$ cat config.mk
export PLATFORM = sky130hd
export DESIGN_NAME = integer_to_ascii_formatter
export DESIGN_NICKNAME = d
export VERILOG_FILES = /design/src/rtl/ita_pkg.sv /design/src/rtl/ita_fifo.sv /design/src/rtl/ita_front.sv /design/src/rtl/ita_back.sv /design/src/rtl/integer_to_ascii_formatter.sv
export SDC_FILE = /design/constraint.sdc
export NUM_CORES = 1
export LEC_CHECK = 0
export CELL_PAD_IN_SITES_DETAIL_PLACEMENT = 2
export CELL_PAD_IN_SITES_GLOBAL_PLACEMENT = 2
export CORE_ASPECT_RATIO = 1.4
export CORE_MARGIN = 2
export CORE_UTILIZATION = 30
export CTS_BUF_LIST = sky130_fd_sc_hd__clkbuf_8
export CTS_CLUSTER_DIAMETER = 120
export DETAILED_ROUTE_END_ITERATION = 8
export DONT_BUFFER_PORTS = 1
export HOLD_SLACK_MARGIN = 0.03
export PLACE_DENSITY = 0.64
export SKIP_LAST_GASP = 1
export SLEW_MARGIN = 0
export SYNTH_ARGS = -nofsm -noshare
export SYNTH_HDL_FRONTEND = slang
export SYNTH_SLANG_ARGS = --single-unit
$ cat constraint.sdc
create_clock -name clk_i -period 7.1 [get_ports clk_i]
set_input_delay 1.065 -clock clk_i [delete_from_list [all_inputs] [get_ports clk_i]]
set_output_delay 1.065 -clock clk_i [all_outputs]
set_load 0.1 [all_outputs]
$ cat src/rtl/ita_pkg.sv
package ita_pkg;

  // Field widths fixed by the interface.
  localparam int unsigned OpW   = 2;
  localparam int unsigned BinW  = 32;
  localparam int unsigned ByteW = 8;

  // Decimal conversion: ten BCD digits cover the full 32-bit range.
  localparam int unsigned DigW      = 4;
  localparam int unsigned NumDigits = 10;
  localparam int unsigned BcdW      = NumDigits * DigW;
  localparam int unsigned IdxW      = $clog2(NumDigits);
  localparam int unsigned CntW      = $clog2(BinW);

  // Depth of the queue between front and back.
  localparam int unsigned QDepth = 2;
  localparam int unsigned QPtrW  = (QDepth > 1) ? $clog2(QDepth) : 1;
  localparam int unsigned QCntW  = $clog2(QDepth + 1);

  // ASCII codes.
  localparam logic [ByteW-1:0] CharZero  = 8'h30;
  localparam logic [ByteW-1:0] CharMinus = 8'h2D;
  localparam logic [ByteW-1:0] CharLowA  = 8'h61;
  localparam logic [ByteW-1:0] CharUpA   = 8'h41;
  localparam logic [ByteW-1:0] DecBase   = 8'd10;

  typedef enum logic [OpW-1:0] {
    OP_SDEC = 2'd0,
    OP_UDEC = 2'd1,
    OP_LHEX = 2'd2,
    OP_UHEX = 2'd3
  } op_e;

  typedef enum logic [1:0] {
    ST_IDLE,
    ST_CONV,
    ST_SCAN,
    ST_EMIT
  } state_e;

  typedef struct packed {
    logic [OpW-1:0]  operation;
    logic [BinW-1:0] value;
  } in_word_t;

  typedef struct packed {
    logic [ByteW-1:0] character;
    logic             last;
  } out_word_t;

  // One classified job as it waits in the queue.
  typedef struct packed {
    logic            neg;
    logic            dec;
    logic            upper;
    logic [BinW-1:0] mag;
  } job_t;

  // Queue status seen by both sides.
  typedef struct packed {
    logic full;
    logic empty;
  } q_status_t;

  // Maps one digit (0 to 15) to its ASCII code.
  function automatic logic [ByteW-1:0] digit_char(input logic [DigW-1:0] d,
                                                  input logic upper);
    logic [ByteW-1:0] dw;
    dw = {{(ByteW-DigW){1'b0}}, d};
    if (dw < DecBase) begin
      return CharZero + dw;
    end else if (upper) begin
      return CharUpA + dw - DecBase;
    end else begin
      return CharLowA + dw - DecBase;
    end
  endfunction

endpackage

$ cat src/rtl/ita_fifo.sv
module ita_fifo (
  input  logic                clk_i,
  input  logic                rst_ni,
  input  logic                push_i,
  input  ita_pkg::job_t       push_data_i,
  input  logic                pop_i,
  output ita_pkg::job_t       pop_data_o,
  output ita_pkg::q_status_t  status_o
);

  ita_pkg::job_t                 mem_q [ita_pkg::QDepth];
  logic [ita_pkg::QPtrW-1:0]     wr_ptr_q, wr_ptr_d;
  logic [ita_pkg::QPtrW-1:0]     rd_ptr_q, rd_ptr_d;
  logic [ita_pkg::QCntW-1:0]     cnt_q, cnt_d;

  localparam logic [ita_pkg::QPtrW-1:0] PtrLast = ita_pkg::QPtrW'(ita_pkg::QDepth - 1);
  localparam logic [ita_pkg::QCntW-1:0] CntFull = ita_pkg::QCntW'(ita_pkg::QDepth);

  assign status_o.full  = (cnt_q == CntFull);
  assign status_o.empty = (cnt_q == '0);
  assign pop_data_o     = mem_q[rd_ptr_q];

  // Pointer and fill count updates.
  always_comb begin
    wr_ptr_d = wr_ptr_q;
    rd_ptr_d = rd_ptr_q;
    cnt_d    = cnt_q;
    if (push_i) begin
      wr_ptr_d = (wr_ptr_q == PtrLast) ? '0 : wr_ptr_q + ita_pkg::QPtrW'(1);
    end
    if (pop_i) begin
      rd_ptr_d = (rd_ptr_q == PtrLast) ? '0 : rd_ptr_q + ita_pkg::QPtrW'(1);
    end
    if (push_i && !pop_i) begin
      cnt_d = cnt_q + ita_pkg::QCntW'(1);
    end else if (pop_i && !push_i) begin
      cnt_d = cnt_q - ita_pkg::QCntW'(1);
    end
  end

  always_ff @(posedge clk_i or negedge rst_ni) begin
    if (!rst_ni) begin
      wr_ptr_q <= '0;
      rd_ptr_q <= '0;
      cnt_q    <= '0;
    end else begin
      wr_ptr_q <= wr_ptr_d;
      rd_ptr_q <= rd_ptr_d;
      cnt_q    <= cnt_d;
    end
  end

  // Entry storage.
  always_ff @(posedge clk_i) begin
    if (push_i) begin
      mem_q[wr_ptr_q] <= push_data_i;
    end
  end

endmodule

$ cat src/rtl/ita_front.sv
module ita_front (
  input  logic                in_valid_i,
  input  ita_pkg::in_word_t   in_word_i,
  output logic                in_stall_o,
  input  ita_pkg::q_status_t  q_status_i,
  output logic                push_o,
  output ita_pkg::job_t       job_o
);

  logic neg;

  // A word is taken whenever the queue has room.
  assign in_stall_o = q_status_i.full;
  assign push_o     = in_valid_i && !q_status_i.full;

  // Classify the word: sign, magnitude and output radix.
  assign neg = (in_word_i.operation == ita_pkg::OP_SDEC) && in_word_i.value[ita_pkg::BinW-1];

  always_comb begin
    job_o.neg   = neg;
    job_o.dec   = (in_word_i.operation == ita_pkg::OP_SDEC) ||
                  (in_word_i.operation == ita_pkg::OP_UDEC);
    job_o.upper = (in_word_i.operation == ita_pkg::OP_UHEX);
    job_o.mag   = neg ? (ita_pkg::BinW'(0) - in_word_i.value) : in_word_i.value;
  end

endmodule

$ cat src/rtl/ita_back.sv
module ita_back (
  input  logic                clk_i,
  input  logic                rst_ni,
  input  ita_pkg::job_t       job_i,
  input  ita_pkg::q_status_t  q_status_i,
  output logic                pop_o,
  output logic                out_valid_o,
  input  logic                out_stall_i,
  output ita_pkg::out_word_t  out_word_o
);

  localparam logic [ita_pkg::CntW-1:0] CntLast = ita_pkg::CntW'(ita_pkg::BinW - 1);
  localparam logic [ita_pkg::DigW-1:0] AdjLim  = 4'd5;
  localparam logic [ita_pkg::DigW-1:0] AdjAdd  = 4'd3;

  ita_pkg::state_e               state_q, state_d;
  logic                          out_valid_q, out_valid_d;
  ita_pkg::out_word_t            out_word_q;
  logic [ita_pkg::BinW-1:0]      bin_q;
  logic [ita_pkg::BcdW-1:0]      bcd_q, bcd_adj;
  logic [ita_pkg::CntW-1:0]      cnt_q;
  logic [ita_pkg::IdxW-1:0]      idx_q, top_idx;
  logic                          neg_q;
  logic                          upper_q;

  logic                          out_free;
  logic                          emit;
  logic                          emit_last;
  logic [ita_pkg::ByteW-1:0]     emit_char;

  // Double-dabble correction: add three to every digit of five or more.
  always_comb begin
    logic [ita_pkg::DigW-1:0] d;
    for (int i = 0; i < ita_pkg::NumDigits; i++) begin
      d = bcd_q[i*ita_pkg::DigW +: ita_pkg::DigW];
      bcd_adj[i*ita_pkg::DigW +: ita_pkg::DigW] = (d >= AdjLim) ? d + AdjAdd : d;
    end
  end

  // Position of the most significant nonzero digit, zero if all are zero.
  always_comb begin
    top_idx = '0;
    for (int i = 0; i < ita_pkg::NumDigits; i++) begin
      if (bcd_q[i*ita_pkg::DigW +: ita_pkg::DigW] != '0) begin
        top_idx = ita_pkg::IdxW'(i);
      end
    end
  end

  // Next state.
  always_comb begin
    state_d = state_q;
    unique case (state_q)
      ita_pkg::ST_IDLE: begin
        if (!q_status_i.empty) begin
          state_d = job_i.dec ? ita_pkg::ST_CONV : ita_pkg::ST_SCAN;
        end
      end
      ita_pkg::ST_CONV: begin
        if (cnt_q == CntLast) begin
          state_d = ita_pkg::ST_SCAN;
        end
      end
      ita_pkg::ST_SCAN: begin
        state_d = ita_pkg::ST_EMIT;
      end
      ita_pkg::ST_EMIT: begin
        if (emit && emit_last) begin
          state_d = ita_pkg::ST_IDLE;
        end
      end
      default: begin
        state_d = ita_pkg::ST_IDLE;
      end
    endcase
  end

  // Outputs of the sequencer.
  always_comb begin
    out_free  = !out_valid_q || !out_stall_i;
    pop_o     = (state_q == ita_pkg::ST_IDLE) && !q_status_i.empty;
    emit      = (state_q == ita_pkg::ST_EMIT) && out_free;
    emit_last = !neg_q && (idx_q == '0);
    emit_char = neg_q ? ita_pkg::CharMinus
                      : ita_pkg::digit_char(bcd_q[idx_q*ita_pkg::DigW +: ita_pkg::DigW],
                                            upper_q);
    if (emit) begin
      out_valid_d = 1'b1;
    end else if (!out_stall_i) begin
      out_valid_d = 1'b0;
    end else begin
      out_valid_d = out_valid_q;
    end
  end

  always_ff @(posedge clk_i or negedge rst_ni) begin
    if (!rst_ni) begin
      state_q     <= ita_pkg::ST_IDLE;
      out_valid_q <= 1'b0;
    end else begin
      state_q     <= state_d;
      out_valid_q <= out_valid_d;
    end
  end

  // Datapath: load, shift-and-add conversion, digit walk and output word.
  always_ff @(posedge clk_i) begin
    if (pop_o) begin
      neg_q   <= job_i.neg;
      upper_q <= job_i.upper;
      bin_q   <= job_i.mag;
      cnt_q   <= '0;
      bcd_q   <= job_i.dec ? '0 : {{(ita_pkg::BcdW-ita_pkg::BinW){1'b0}}, job_i.mag};
    end else if (state_q == ita_pkg::ST_CONV) begin
      bcd_q <= {bcd_adj[ita_pkg::BcdW-2:0], bin_q[ita_pkg::BinW-1]};
      bin_q <= {bin_q[ita_pkg::BinW-2:0], 1'b0};
      cnt_q <= cnt_q + ita_pkg::CntW'(1);
    end
    if (state_q == ita_pkg::ST_SCAN) begin
      idx_q <= top_idx;
    end else if (emit) begin
      if (neg_q) begin
        neg_q <= 1'b0;
      end else if (idx_q != '0) begin
        idx_q <= idx_q - ita_pkg::IdxW'(1);
      end
    end
    if (emit) begin
      out_word_q.character <= emit_char;
      out_word_q.last      <= emit_last;
    end
  end

  assign out_valid_o = out_valid_q;
  assign out_word_o  = out_word_q;

endmodule

$ cat src/rtl/integer_to_ascii_formatter.sv
// A decimal word passes through the queue pop, the shift-and-add conversion, the digit scan and
// the output register on its way to the first character; a hex word skips the conversion.
// Characters leave at one a cycle while the receiver does not stall; the rate of words is
// bounded by the bit-serial shift-and-add converter, which works on decimal words only.
// A two-word queue lets new words be taken while the converter is busy.
// Reset is asynchronous and active low; it empties the queue and drops any pending output.
module integer_to_ascii_formatter (
  input  logic                clk_i,
  input  logic                rst_ni,
  input  logic                in_valid_i,
  output logic                in_stall_o,
  input  ita_pkg::in_word_t   in_word_i,
  output logic                out_valid_o,
  input  logic                out_stall_i,
  output ita_pkg::out_word_t  out_word_o
);

  logic                push;
  logic                pop;
  ita_pkg::job_t       push_job;
  ita_pkg::job_t       pop_job;
  ita_pkg::q_status_t  q_status;

  // Classification of incoming words.
  ita_front u_front (
    .in_valid_i (in_valid_i),
    .in_word_i  (in_word_i),
    .in_stall_o (in_stall_o),
    .q_status_i (q_status),
    .push_o     (push),
    .job_o      (push_job)
  );

  // Queue between the two halves.
  ita_fifo u_fifo (
    .clk_i       (clk_i),
    .rst_ni      (rst_ni),
    .push_i      (push),
    .push_data_i (push_job),
    .pop_i       (pop),
    .pop_data_o  (pop_job),
    .status_o    (q_status)
  );

  // Conversion and character output.
  ita_back u_back (
    .clk_i       (clk_i),
    .rst_ni      (rst_ni),
    .job_i       (pop_job),
    .q_status_i  (q_status),
    .pop_o       (pop),
    .out_valid_o (out_valid_o),
    .out_stall_i (out_stall_i),
    .out_word_o  (out_word_o)
  );

endmodule

### Word level (Yosys, flattened, before mapping)

Memories as Yosys holds them, arrays and structs flattened.
Index checks and enable logic that the tools add are counted.

| storage, ports and cells | value |
|---|---|
| register bits after elaboration | 99 |
| memory bits (writable) | 70 |
| input bits | 38 |
| logic and storage cells | 145 |
| memories | 1 |

| operators by class | value |
|---|---|
| $add $sub $neg | 22 |
| magnitude comparators | 11 |
| eq/ne operators | 12 |
| shift-type cells | 1 |
| mux-type cells | 48 |
| reduce and logical (&&, ||, !) cells | 37 |

Memories:

| memory | depth | bits a word | read ports | clocked after Yosys merged registers in | write ports | RTL line | source |
|---|---|---|---|---|---|---|---|
| u_fifo.mem_q | 2 | 35 | 1 | 0 | 1 | ita_fifo.sv:11 | `ita_pkg::job_t mem_q [ita_pkg::QDepth];` |

Operator list:

| operator | count |
|---|---|
| 32-bit two-way mux | 4 |
| 40-bit two-way mux | 2 |
| 4-bit two-way mux | 15 |
| 4-bit by 3-bit >= comparator with 1-bit output (second input constant) | 10 |
| 4-bit nonzero test | 10 |
| 40-bit by 7-bit variable part select with 4-bit output | 1 |
| 4-bit by 2-bit adder with 4-bit output (second input constant) | 9 |
| 1-bit by 32-bit subtractor with 32-bit output (first input constant) | 1 |
| 7-bit by 4-bit adder with 8-bit output (first input constant) | 2 |
| 2-bit two-way mux | 8 |
| 8-bit two-way mux | 2 |
| 8-bit by 4-bit subtractor with 8-bit output (second input constant) | 2 |
| 3-bit two-way mux | 5 |
| 1-bit two-way mux | 11 |
| 2-bit equality test (second input constant) | 4 |
| 1-bit logical AND | 8 |
| 2-bit one-hot mux with 4 select lines | 1 |
| 2-bit nonzero test | 4 |
| 6-bit by 4-bit adder with 7-bit output (first input constant) | 1 |
| 1-bit logical NOT | 7 |
| 2-bit logical NOT | 3 |
| 2-bit by 1-bit inequality test with 1-bit output (second input constant) | 3 |
| 3-bit AND reduction | 2 |
| 5-bit by 1-bit adder with 5-bit output (second input constant) | 1 |
| other kinds (11) | 15 |

### Longest topological paths before layout

Gate-level depths: netlist (run 1).

| logic depth | value |
|---|---|
| word-level depth | 11 |
| mapped depth | 9 |
| depth with buffers taken out | 8 |

### Cells and area by module

From an unflattened synthesis (run 1), not the netlist that was laid out.

| second synthesis, totals | value |
|---|---|
| cell total of the unflattened synthesis | 785 |
| area, all modules | 9173.8 um^2 |

Modules (own cells, without submodules):

| module | instances | cells an instance | area each (um^2) | seq. area each (um^2) |
|---|---|---|---|---|
| ita_back | 1 | 549 | 5557.8 | 2747.6 |
| ita_fifo | 1 | 125 | 2862.7 | 2202.1 |
| ita_front | 1 | 111 | 753.2 | 0.0 |

### Worst setup path before layout (run 1)

OpenSTA, ideal clock, no wires.

| path | value |
|---|---|
| path type | flip-flop to flip-flop |
| start point | register u_back.state_q[0] |
| end point | register u_back.bcd_q[0] in the netlist's numbering, enable pin |
| arrival | 2.763 ns |
| required time | 6.658 ns |
| setup slack | 3.895 ns |
| stages on the path, launching flop included | 6 |
| buffers on the path | 1 |
| period minus slack after synthesis | 3.205 ns |
| path through | dfrtp_1 > inv_1 > ha_1 > o21ai_1 > clkbuf_1 > nand2b_1 |

| on the way | value |
|---|---|
| cells in the longest elaborated chain, start to end | 3 |

RTL lines:

| what | RTL line | source |
|---|---|---|
| from (decl) | ita_back.sv:16 | `ita_pkg::state_e state_q, state_d;` |
| from (signal assigned) | ita_back.sv:98 | `state_q <= ita_pkg::ST_IDLE;` |
| from (signal assigned) | ita_back.sv:101 | `state_q <= state_d;` |
| 2-bit logical NOT | ita_back.sv:81 | `pop_o = (state_q == ita_pkg::ST_IDLE) && !q_status_i.empty;` |
| 1-bit logical AND | ita_back.sv:81 |  |
| 2-bit nonzero test (no line) * | -- |  |
| to (signal assigned) | ita_back.sv:113 | `bcd_q <= job_i.dec ? '0 : {{(ita_pkg::BcdW-ita_pkg::BinW){1'b0}}, job_i.mag};` |
| to (signal assigned) | ita_back.sv:115 | `bcd_q <= {bcd_adj[ita_pkg::BcdW-2:0], bin_q[ita_pkg::BinW-1]};` |
| to (decl) | ita_back.sv:20 | `logic [ita_pkg::BcdW-1:0] bcd_q, bcd_adj;` |

Mark *: on every way between the ends. The rest lies on a longest branch, timed or not.
A chain may end at the register's enable or synchronous reset.

### Worst setup path in the final report (run 1)

| path | value |
|---|---|
| start point | register u_back.idx_q[0] in the netlist's numbering |
| end point | register u_back.out_word_q (netlist bit u_back.out_word_o[3]), data pin |

| on the way | value |
|---|---|
| cells in the longest elaborated chain, start to end | 5 |

RTL lines:

| what | RTL line | source |
|---|---|---|
| from (decl) | ita_back.sv:22 | `logic [ita_pkg::IdxW-1:0] idx_q, top_idx;` |
| from (signal assigned) | ita_back.sv:120 | `idx_q <= top_idx;` |
| from (signal assigned) | ita_back.sv:125 | `idx_q <= idx_q - ita_pkg::IdxW'(1);` |
| 40-bit by 7-bit variable part select with 4-bit output * | ita_back.sv:85 | `: ita_pkg::digit_char(bcd_q[idx_q*ita_pkg::DigW +: ita_pkg::DigW],` |
| 7-bit by 4-bit adder with 8-bit output (on tied branches) | ita_pkg.sv:75, ita_pkg.sv:73 |  |
| 8-bit by 4-bit subtractor with 8-bit output (on tied branches) | ita_pkg.sv:75, ita_pkg.sv:73 |  |
| 8-bit two-way mux | ita_pkg.sv:72 | `end else if (upper) begin` |
| 8-bit two-way mux * | ita_pkg.sv:70 | `if (dw < DecBase) begin` |
| to (decl) | ita_back.sv:18 | `ita_pkg::out_word_t out_word_q;` |

Marked as above.

==> impl_results.md, run 1 <==
- Total GRT Usage: 0.143
- Antenna viol nets, final: 0
- Yosys warnings: 0
- Setup WS pre-CTS: 3.84 ns
- CP required: 7.34 ns
- TritonCTS buffer count: 17
- Clock sinks: 168
- Wire per inst: 18.1 µm
- Worst VDD drop: 0.164 mV
- Number of max-cap violations: 0
- Share of cells above drive strength 1: 0.0623
- Outcome: completed
- Detailed Route Iter0 Violations: 191
- Final setup margin: 4.22 ns
- Fillers: 3,025
- Distinct cell type count after synthesis: 59
- Crit Path Max Fanout: 19
- Crit path DAT: 3.11 ns
- Residual DRC: 0
- Vias in the first global route: 6,258
- Final hold slack: 0.259 ns
- Post-route cell area: 0.00945 mm²
- Pwr/cell area: 501 mW/mm²
- Syn Std Cell Area: 0.00869 mm²
- Post-Syn Nets: 817
- Worst skew pair latency: 0.49 ns
- Crit end category: flip-flop
- Leakage: 3.45 nW
- IO buf count: 0
- Placed cell count: 1,097
- Synth Area per Inst: 11.6 µm²
- Die Y: 205 µm
- Fmax: 0.348 GHz
- CP Class: reg -> reg
- Synth Flop Type: edfxtp_1
- Register area share after synthesis: 0.570
- Clock Pin Slew Worst Setup and Hold Paths: 0.09 ns
- Routed vias: 5,620
- Post-CTS Resized: 0
- Routed wire length: 20.5 mm
- Post-Layout Cell Count: 1,130
- Flop-to-flop setup slack: 4.22 ns
- Slew @ Worst Pin: 1.08 ns
- Core Util, Final: 0.332
- Met2 Track Usage GR: 0.262
- Vias per Instance: 4.97
- TritonCTS clock tree: yes
- Asr flop ratio synth: 0.0417
- Max-slew violations: 0
- CORE AREA: 0.0285 mm²
- Max clock buf depth: 2
- CTS Hold Bufs: 0
- Top cells by count, synth: edfxtp_1 (155), o21ai_0 (73), a21oi_1 (54), mux2i_1 (54), nand2_1 (53)
- Gpl congestion: 0.808
- Minimum clock period: 2.88 ns
- Width of the chip: 148 µm
- Overall Power: 4.73 mW
- Pin count of the biggest net entering global routing: 92
- Yosys reg bits: 168
- Root Buffer: clkbuf_8
- Setup TNS: 0 ns
- Met3 Use GR: 0.0308
- Clk_skew: 0.0115 ns
- GR peak layer: met2
- Max_slew headroom: 0.281
- Endpoints failing setup: 0
- Die Area: 0.0304 mm²
- Initial antenna violation count: 0
- Cells after Synth: 748
- Post-CTS Setup Bufs: 0
- GRT met1 Usage: 0.161
- Placed inst area: 0.00908 mm²
- Top cells by area, synth: edfxtp_1 (54%), mux2i_1 (6.2%), ha_1 (4.5%)
- Post-synth EDFFs: 155
- H-tree Lvls: 4
- Initial Util: 0.305
- Top cell type's share of synthesized area: 0.536
- Hold WC Path Type: in -> async
- Row count: 73
- Final Cycle Share: 0.405
- Largest area contributor in the netlist: edfxtp_1
- Grt ovf: 0
- Final hold violation count: 0
- RSZ-0062 raised after global routing: no
- Final nets: 810
- Most frequent cell after synthesis: edfxtp_1
- Area delta synth->final: 8.75%
- HPWL after DPL: 15.2 mm
- Startpoint type of the worst setup path: flip-flop
- DRT Pass-1 Iters: 4
- I/O pin count: 49
- First-pass GRT wire length: 33.7 mm
## where the power goes
part | total (mW) | leakage [nW] | internal (mW) | switching, mW
Clock | 0.658 | 0.187 | 0.256 | 0.402
Combinational | 1.87 | 1.65 | 0.717 | 1.15
Sequential | 2.21 | 1.61 | 1.73 | 0.482
## cell usage in the layout (no fill, tap or decap), types with 2 or more instances in the layout
master    count
dfrtp_1       6
a21o_1        2
mux4_2        2
nand2b_1     17
nand3_1       4
a21oi_1      54
dfxtp_1       6
or3_1        29
o32ai_1       7
inv_1        35
nand4_1       3
buf_4         5
edfxtp_1    155
xor2_1       33
ha_1         31
mux2i_1      54
clkbuf_8     17
inv_6         7
o31ai_1       2
o22ai_1       9
nor3b_1      14
mux2_2        2
clkinv_4      2
inv_8         2
and3_1        3
nor2b_1       4
and2_1        2
nand2_1      53
nor2_1       50
clkinv_1      2
xnor2_1      25
a31oi_1       4
nor3_1        9
o21ai_0      73
## cells by family after synthesis
kind of cell | after synthesis | share of synthesized area
flip-flops | 168 | 0.570
AND/OR/NAND/NOR | 199 | 0.116
other | 1 | 0.000432
AO/OA/AOI/OAI | 166 | 0.109
XOR/XNOR | 58 | 0.0585
multiplexers | 58 | 0.0700
adder cells (fa/ha/maj) | 31 | 0.0446
buffers and inverters | 67 | 0.0315
## worst max-delay path, stage by stage (launching register included)
cell and delay, ns:
edfxtp_1 0.96, mux4_2 0.61, a2bb2oi_1 0.17, a2bb2oi_4 0.23
ha_1 0.25, a21oi_1 0.08, or3_1 0.32
## sequential cells by signal, summed over array words and instances, names as in the netlist
name	count
u_back.neg_q	1
u_back.idx_q	4
u_fifo.rd_ptr_q	1
u_back.out_word_o	8
u_fifo.cnt_q	2
u_back.upper_q	1
u_fifo.wr_ptr_q	1
u_back.bin_q	32
u_fifo.mem_q	70
u_back.state_q	2
u_back.out_valid_o	1
u_back.bcd_q	40
u_back.cnt_q	5
## worst paths after layout
path,start,cells past startpoint,endpoint
min,rst_ni,0,u_back.out_valid_o
min in group clk_i,u_back.cnt_q[4],2,u_back.cnt_q[4]
max in group asynchronous,rst_ni,0,u_fifo.rd_ptr_q
min reg2reg,u_back.cnt_q[4],2,u_back.cnt_q[4]
max reg2reg,u_back.idx_q[0],6,u_back.out_word_o[3]
max,u_back.idx_q[0],6,u_back.out_word_o[3]
## routing by layer
layer / vias up / share of wire
met5: - / 0
met4: 0 / 0.024
met3: 27 / 0.024
met2: 67 / 0.54
met1: 2819 / 0.41
li1: 2707 / -
## layout make-up
| type | count | area [µm²] | share of cell area |
|---|---|---|---|
| Clock inverter | 15 | 134 | 0.0142 |
| Clock buffer | 17 | 234 | 0.0248 |
| Timing Repair Buffer | 5 | 37.5 | 0.00397 |
| Sequential cell | 168 | 4950 | 0.524 |
| Tap cell | 375 | 469 | 0.0496 |
| Antenna cell | 1 | 2.50 | 0.000265 |
| Inverter | 36 | 135 | 0.0143 |
| Multi-Input combinational cell | 513 | 3490 | 0.369 |
(Power assumes the default switching activity.)
==> inputs of run 2 (changes only) <==
--- a/config.mk
+++ b/config.mk
@@ -15,7 +15,7 @@
 export DETAILED_ROUTE_END_ITERATION = 8
 export DONT_BUFFER_PORTS = 1
 export HOLD_SLACK_MARGIN = 0.03
-export PLACE_DENSITY = 0.64
+export PLACE_DENSITY = 0.67
 export SKIP_LAST_GASP = 1
 export SLEW_MARGIN = 0
 export SYNTH_ARGS = -nofsm -noshare
==> constraint.sdc (replaced) <==
create_clock -name clk_i -period 2.4 [get_ports clk_i]
set_input_delay 0.36 -clock clk_i [delete_from_list [all_inputs] [get_ports clk_i]]
set_output_delay 0.36 -clock clk_i [all_outputs]
set_load 0.1 [all_outputs]
==> run 2 against run 1 <==
  * Die area unchanged
  * Clock-buffer cell count did not move
  * Non-clock buffer count is 39 higher
  * Core utilization up 1.5 points
  * Sequential power rose to 2.7 times the previous value
  * Critical endpoint unchanged
  * Highest routed layer unchanged
==> impl_results.md, run 2 (synthesized netlist as in run 1, its figures left out) <==
- Width of the chip: 148 µm (unchanged)
- Worst VDD drop: 0.581 mV (+250%)
- First-pass GRT wire length: 34.1 mm (+1.2%)
- Endpoints failing setup: 0 (unchanged)
- CP Class: reg -> reg
- Crit path DAT: 2.52 ns (-0.59 ns)
- RSZ-0062 raised after global routing: no
- Max-slew violations: 0 (unchanged)
- Clock sinks: 168 (unchanged)
- Routed vias: 5,774 (+2.7%)
- Crit end category: flip-flop
- Placed inst area: 0.00939 mm² (+3.4%)
- HPWL after DPL: 15.7 mm (+2.7%)
- I/O pin count: 49 (unchanged)
- CORE AREA: 0.0285 mm² (unchanged)
- Final nets: 849 (+4.8%)
- Pwr/cell area: 1490 mW/mm² (+200%)
- Clk_skew: 0.0152 ns (+0.00371 ns)
- Vias in the first global route: 6,390 (+2.1%)
- Final Cycle Share: 0.947 (+0.542)
- Fillers: 3,076 (+1.7%)
- Outcome: completed
- Fmax: 0.440 GHz (+27%)
- CP required: 2.65 ns (-4.69 ns)
- Ant. Diodes: 0 (-1)
- Hold WC Path Type: in -> reg
- Total GRT Usage: 0.145 (+0.00209)
- Hold_sp: in_word_i[27]
- Post-CTS Setup Bufs: 0 (unchanged)
- Worst r2r path cells: 8 (+2)
- Final hold violation count: 0 (unchanged)
- Share of cells above drive strength 1: 0.102 (+0.0398)
- Die Y: 205 µm (unchanged)
- Root Buffer: clkbuf_8
- Initial Util: 0.305 (unchanged)
- Most frequent cells in the layout: edfxtp_1 (155), o21ai_0 (73), mux2i_1 (54), a21oi_1 (54), nand2_1 (53)
- Minimum clock period: 2.27 ns (-0.604 ns)
- Residual DRC: 0 (unchanged)
- Wire per inst: 17.8 µm (-1.4%)
- Max reg flops: 70 (unchanged)
- Largest regs: u_fifo.mem_q: 70 flops, u_back.bcd_q: 40 flops, u_back.bin_q: 32 flops
- R2r startpoint: u_back.idx_q[0]
- Pin count of the biggest net entering global routing: 89 (-3.3%)
- Worst skew pair latency: 0.51 ns (+0.02 ns)
- Initial antenna violation count: 0 (unchanged)
- Hold path depth: 1
- Grt ovf: 0 (unchanged)
- Startpoint type of the worst setup path: flip-flop
- Crit Path Max Fanout: 6 (-13)
- DRT Pass-1 Iters: 4 (unchanged)
- Most common cell after layout, fill and taps aside: edfxtp_1
- Post-route cell area: 0.00989 mm² (+4.7%)
- Detailed Route Iter0 Violations: 218 (+14%)
- IO buf count: 0 (unchanged)
- Clock Pin Slew Worst Setup and Hold Paths: 0.09 ns (about the same)
- Flop-to-flop setup slack: 0.13 ns (-4.10 ns)
- Max clock buf depth: 2 (unchanged)
- Vias per Instance: 4.94 (-0.60%)
- Area delta synth->final: 13.8%
- Number of max-cap violations: 0 (unchanged)
- TritonCTS clock tree: yes
- H-tree Lvls: 4 (unchanged)
- Biggest register: u_fifo.mem_q
- Routed wire length: 20.8 mm (+1.9%)
- Area occupied by multi-input gates: 0.00351 mm² (+0.68%)
- Setup TNS: 0 ns (unchanged)
- Leakage: 3.68 nW (+6.6%)
- Core Util, Final: 0.347 (+0.0155)
- Hold Crit Endpoint: u_fifo.mem_q[0][27]
- Register Area: 0.00495 mm² (unchanged)
- Die Area: 0.0304 mm² (unchanged)
- TritonCTS buffer count: 17 (unchanged)
- Crit path launch: u_back.idx_q[0]
- Antenna viol nets, final: 0 (unchanged)
- Row count: 73 (unchanged)
- RR Endpoint: u_back.out_word_o[3]
- Gpl congestion: 0.770 (-4.8%)
[run 2: changes by cell type in the layout (fill, tap and decap cells not counted), sizes merged]
cell / delta
dlygate4sd3: +7
buf: +32
bufinv: +3
clkinvlp: +3
inv: -5
diode: -1
clkinv: -1
[run 2: worst max-delay path by stage]
stage	to	slack [ns]	cells after the start
floorplan	u_back.out_word_o[3]	0.07	8
detailed placement	u_back.state_q[0]	0.04	9
finish	u_back.out_word_o[3]	0.13	8
global route	u_back.out_word_o[3]	0.003	8
global placement	u_back.state_q[1]	0.12	9
CTS	u_back.state_q[0]	0.008	9
[run 2: critical path, cell delays in order (launching register included)]
cell and delay (ns):
edfxtp_1 0.50, buf_6 0.19, mux2i_1 0.11, o22ai_1 0.16, a21oi_1 0.06, o22a_1 0.23
ha_1 0.23, and4b_1 0.20, or3_1 0.33
[run 2: power breakdown]
group	internal [mW]	switching, mW	total, mW
combinational	2.54	4.09	6.64
sequential	5.08	0.856	5.94
clock	1.03	1.12	2.15
total	8.66	6.07	14.7
[run 2: layer usage]
layer / wire length [µm] / GRT usage
met4: 534 / 0.0643
met1: 8730 / 0.163
met2: 11200 / 0.266
met3: 433 / 0.0266
met5: 0 / 0
[run 2: final cells by class]
cell class              count  share of cell area
clock buffers              17              0.0237
repair buffers             44              0.0419
flip-flops and latches    168               0.501
inverters                  36              0.0137
well taps                 375              0.0474
multi-input cells         513               0.355
clock inverters            15              0.0178
[run 2: through the flow]
step | setup slack [ns] | hold slack [ns] | power, mW | cells
finish | 0.128 | 0.0848 | 14.7 | 1168
global route | 0.00319 | 0.0441 | 15.9 | 1168
CTS | 0.00837 | 0.0318 | 15.0 | 1168
detailed placement | 0.0363 | 0.0646 | 12.7 | 1129
global placement | 0.117 | 0.0646 | 12.4 | 1129
floorplan | 0.0723 | 0.0644 | 10.5 | 748
[run 2: what timing repair did]
| item | in CTS | in global routing |
|---|---|---|
| endpoints found under the setup margin | 0 | 3 |
| hold buffers | 7 | 0 |
| hold endpoints to repair | 17 | 0 |
| gates resized for setup | 0 | 4 |
==> inputs of run 3 (changes only) <==
--- a/config.mk
+++ b/config.mk
@@ -9,13 +9,13 @@
 export CELL_PAD_IN_SITES_GLOBAL_PLACEMENT = 2
 export CORE_ASPECT_RATIO = 1.4
 export CORE_MARGIN = 2
-export CORE_UTILIZATION = 30
+export CORE_UTILIZATION = 41
 export CTS_BUF_LIST = sky130_fd_sc_hd__clkbuf_8
 export CTS_CLUSTER_DIAMETER = 120
 export DETAILED_ROUTE_END_ITERATION = 8
 export DONT_BUFFER_PORTS = 1
 export HOLD_SLACK_MARGIN = 0.03
-export PLACE_DENSITY = 0.67
+export PLACE_DENSITY = 0.84
 export SKIP_LAST_GASP = 1
 export SLEW_MARGIN = 0
 export SYNTH_ARGS = -nofsm -noshare
==> run 3 against run 2 <==
  * Routed wire length grew 18%
  * Register-to-register slack lost 0.10 ns
  * Hold slack lost 0.029 ns
  * Sequential cell count is the same
  * Sequential share of layout area grew 1.0 points
  * Die area shrank 26%
  * Global-route usage grew 8.0 points
  * Fmax shrank 4.4%
  * Largest power group unchanged
==> impl_results.md, run 3 (synthesized netlist as in run 1, its figures left out) <==
- Clock sinks: 168 (unchanged)
- Worst path slowest cell: edfxtp_1
- Slowest stage delay, CP: 0.51 ns (about the same)
- TritonCTS clock tree: yes
- Die Area: 0.0224 mm² (-26%)
- Wire per inst: 23.4 µm (+31%)
- Area delta synth->final: 11.5%
- Crit path launch: u_back.idx_q[0]
- Overall Power: 15.4 mW (+4.4%)
- Hold WC Path Type: in -> reg
- Clk_skew: 0.0138 ns (-0.00140 ns)
- Grt ovf: 0 (unchanged)
- IO buf count: 0 (unchanged)
- Fmax: 0.421 GHz (-4.4%)
- Pwr/cell area: 1590 mW/mm² (+6.5%)
- Crit end category: flip-flop
- Max reg flops: 70 (unchanged)
- Endpoints failing setup: 0 (unchanged)
- Die Y: 176 µm (-14%)
- Share of cells above drive strength 1: 0.100 (-0.00176)
- Crit path DAT: 2.61 ns (+0.09 ns)
- CP Class: reg -> reg
- Antenna viol nets, final: 0 (unchanged)
- CORE AREA: 0.0210 mm² (-26%)
- HPWL after DPL: 17.5 mm (+12%)
- Initial antenna violation count: 0 (unchanged)
- H-tree Lvls: 4 (unchanged)
- TritonCTS buffer count: 17 (unchanged)
- Placed inst area: 0.00919 mm² (-2.1%)
- Row count: 63 (-14%)
- Startpoint type of the worst setup path: flip-flop
- Setup WS pre-CTS: -0.0261 ns (-0.0625 ns)
- Minimum clock period: 2.38 ns (+0.103 ns)
- Slew @ Worst Pin: 0.521 ns
- CP cell instances: buf_6 -> mux2i_1 -> o22ai_1 -> a21oi_1 -> o22a_1 -> ha_4 -> and4b_1 -> or3_1
- Final setup margin: 0.0242 ns (-0.103 ns)
- WP buf/inv: 1 (unchanged)
- Leakage: 3.65 nW (-0.65%)
- Max clock buf depth: 2 (unchanged)
- Final nets: 843 (-0.71%)
- Ant. Diodes: 0 (unchanged)
- CP required: 2.63 ns (-0.02 ns)
- Fillers: 2,073 (-33%)
- I/O pin count: 49 (unchanged)
- Most frequent cells in the layout: edfxtp_1 (155), o21ai_0 (73), mux2i_1 (54), a21oi_1 (54), nand2_1 (53)
- Crit Path Max Fanout: 6 (unchanged)
- Pin count of the biggest net entering global routing: 88 (-1.1%)
- DRT Pass-1 Iters: 4 (unchanged)
- Detailed Route Iter0 Violations: 330 (+51%)
- Total GRT Usage: 0.225 (+0.0799)
- Final hold slack: 0.0555 ns (-0.0293 ns)
- Most common cell after layout, fill and taps aside: edfxtp_1
- Max-slew violations: 0 (unchanged)
- Vias in the first global route: 6,893 (+7.9%)
- Residual DRC: 0 (unchanged)
- R2r startpoint: u_back.idx_q[0]
- Final hold violation count: 0 (unchanged)
- Final Cycle Share: 0.990 (+0.0431)
- RSZ-0062 raised after global routing: yes
- Worst skew pair latency: 0.49 ns (-0.02 ns)
- Hold_sp: out_stall_i
- Routed wire length: 24.5 mm (+18%)
- Biggest register: u_fifo.mem_q
- Max_slew headroom: 0.643
- Top Family by Delay on Critical Path: compound AO/OA/AOI/OAI gates
- Outcome: completed
- Routed vias: 6,035 (+4.5%)
- Clock Pin Slew Worst Setup and Hold Paths: 0.10 ns (about the same)
- Root Buffer: clkbuf_8
- Post-route cell area: 0.00969 mm² (-2.0%)
- Gpl congestion: 0.828 (+7.6%)
- Largest regs: u_fifo.mem_q: 70 flops, u_back.bcd_q: 40 flops, u_back.bin_q: 32 flops
- Width of the chip: 127 µm (-14%)
- First-pass GRT wire length: 38.5 mm (+13%)
- Number of max-cap violations: 0 (unchanged)
- Initial Util: 0.414 (+0.110)
- Worst VDD drop: 0.577 mV (-0.69%)
- Vias per Instance: 5.76 (+17%)
## run 3: cell type report
type                            count  area [µm²]  area share
Tap cell                          260         325      0.0336
Multi-Input combinational cell    513        3520       0.363
Clock inverter                     15         176      0.0182
Sequential cell                   168        4950       0.511
Clock buffer                       17         234      0.0241
Inverter                           36         135      0.0139
Timing Repair Buffer               38         347      0.0358
## run 3: layer usage
layer | routed length [µm] | track usage | share of wire | vias up
met4 | 822 | 0.103 | 0.034 | 0
li1 | - | - | - | 2772
met3 | 628 | 0.0336 | 0.026 | 55
met1 | 9550 | 0.245 | 0.39 | 3087
met2 | 13500 | 0.425 | 0.55 | 121
met5 | 0 | 0 | 0 | -
## run 3: path summary, 6_finish.rpt
kind / slack [ns] / depth (start not counted) / end
max in group asynchronous: 1.89 / 1 / u_fifo.rd_ptr_q
hold reg to reg: 0.55 / 2 / u_back.bin_q[1]
setup reg to reg: 0.02 / 8 / u_back.out_word_o[3]
setup / recovery: 0.02 / 8 / u_back.out_word_o[3]
hold / removal: 0.06 / 2 / u_back.out_valid_o
min in group asynchronous: 0.22 / 1 / u_fifo.cnt_q[0]
## run 3: metrics by stage
step,setup TNS [ns],util,cells
detailed placement,-0.0551,0.438,1008
floorplan,0,-,748
finish,0,0.462,1047
CTS,0,0.460,1043
global placement,0,0.438,1008
global route,-0.0890,0.462,1047
## run 3: worst register-to-register path: cells and delay by family (launching register included)
family	cells	cell delay, ns
multiplexers	1	0.12
adder cells (fa/ha/maj)	1	0.20
AND/OR/NAND/NOR	2	0.53
flip-flops	1	0.51
AO/OA/AOI/OAI	3	0.55
buffers and inverters	1	0.19
## run 3: repair_timing
item                       CTS  global route
resized for setup            2             4
setup endpoints to repair    3             3
hold endpoints to repair    11             0
buffers inserted             0             4
cloned                       0             0
hold buffers                 3             0
pin swaps                    0             1
## run 3: report_power, final
group | total (mW) | switching [mW] | leakage (nW) | internal (mW)
Sequential | 6.10 | 1.01 | 1.61 | 5.09
Clock | 2.16 | 1.13 | 0.203 | 1.03
Combinational | 7.10 | 4.50 | 1.84 | 2.60
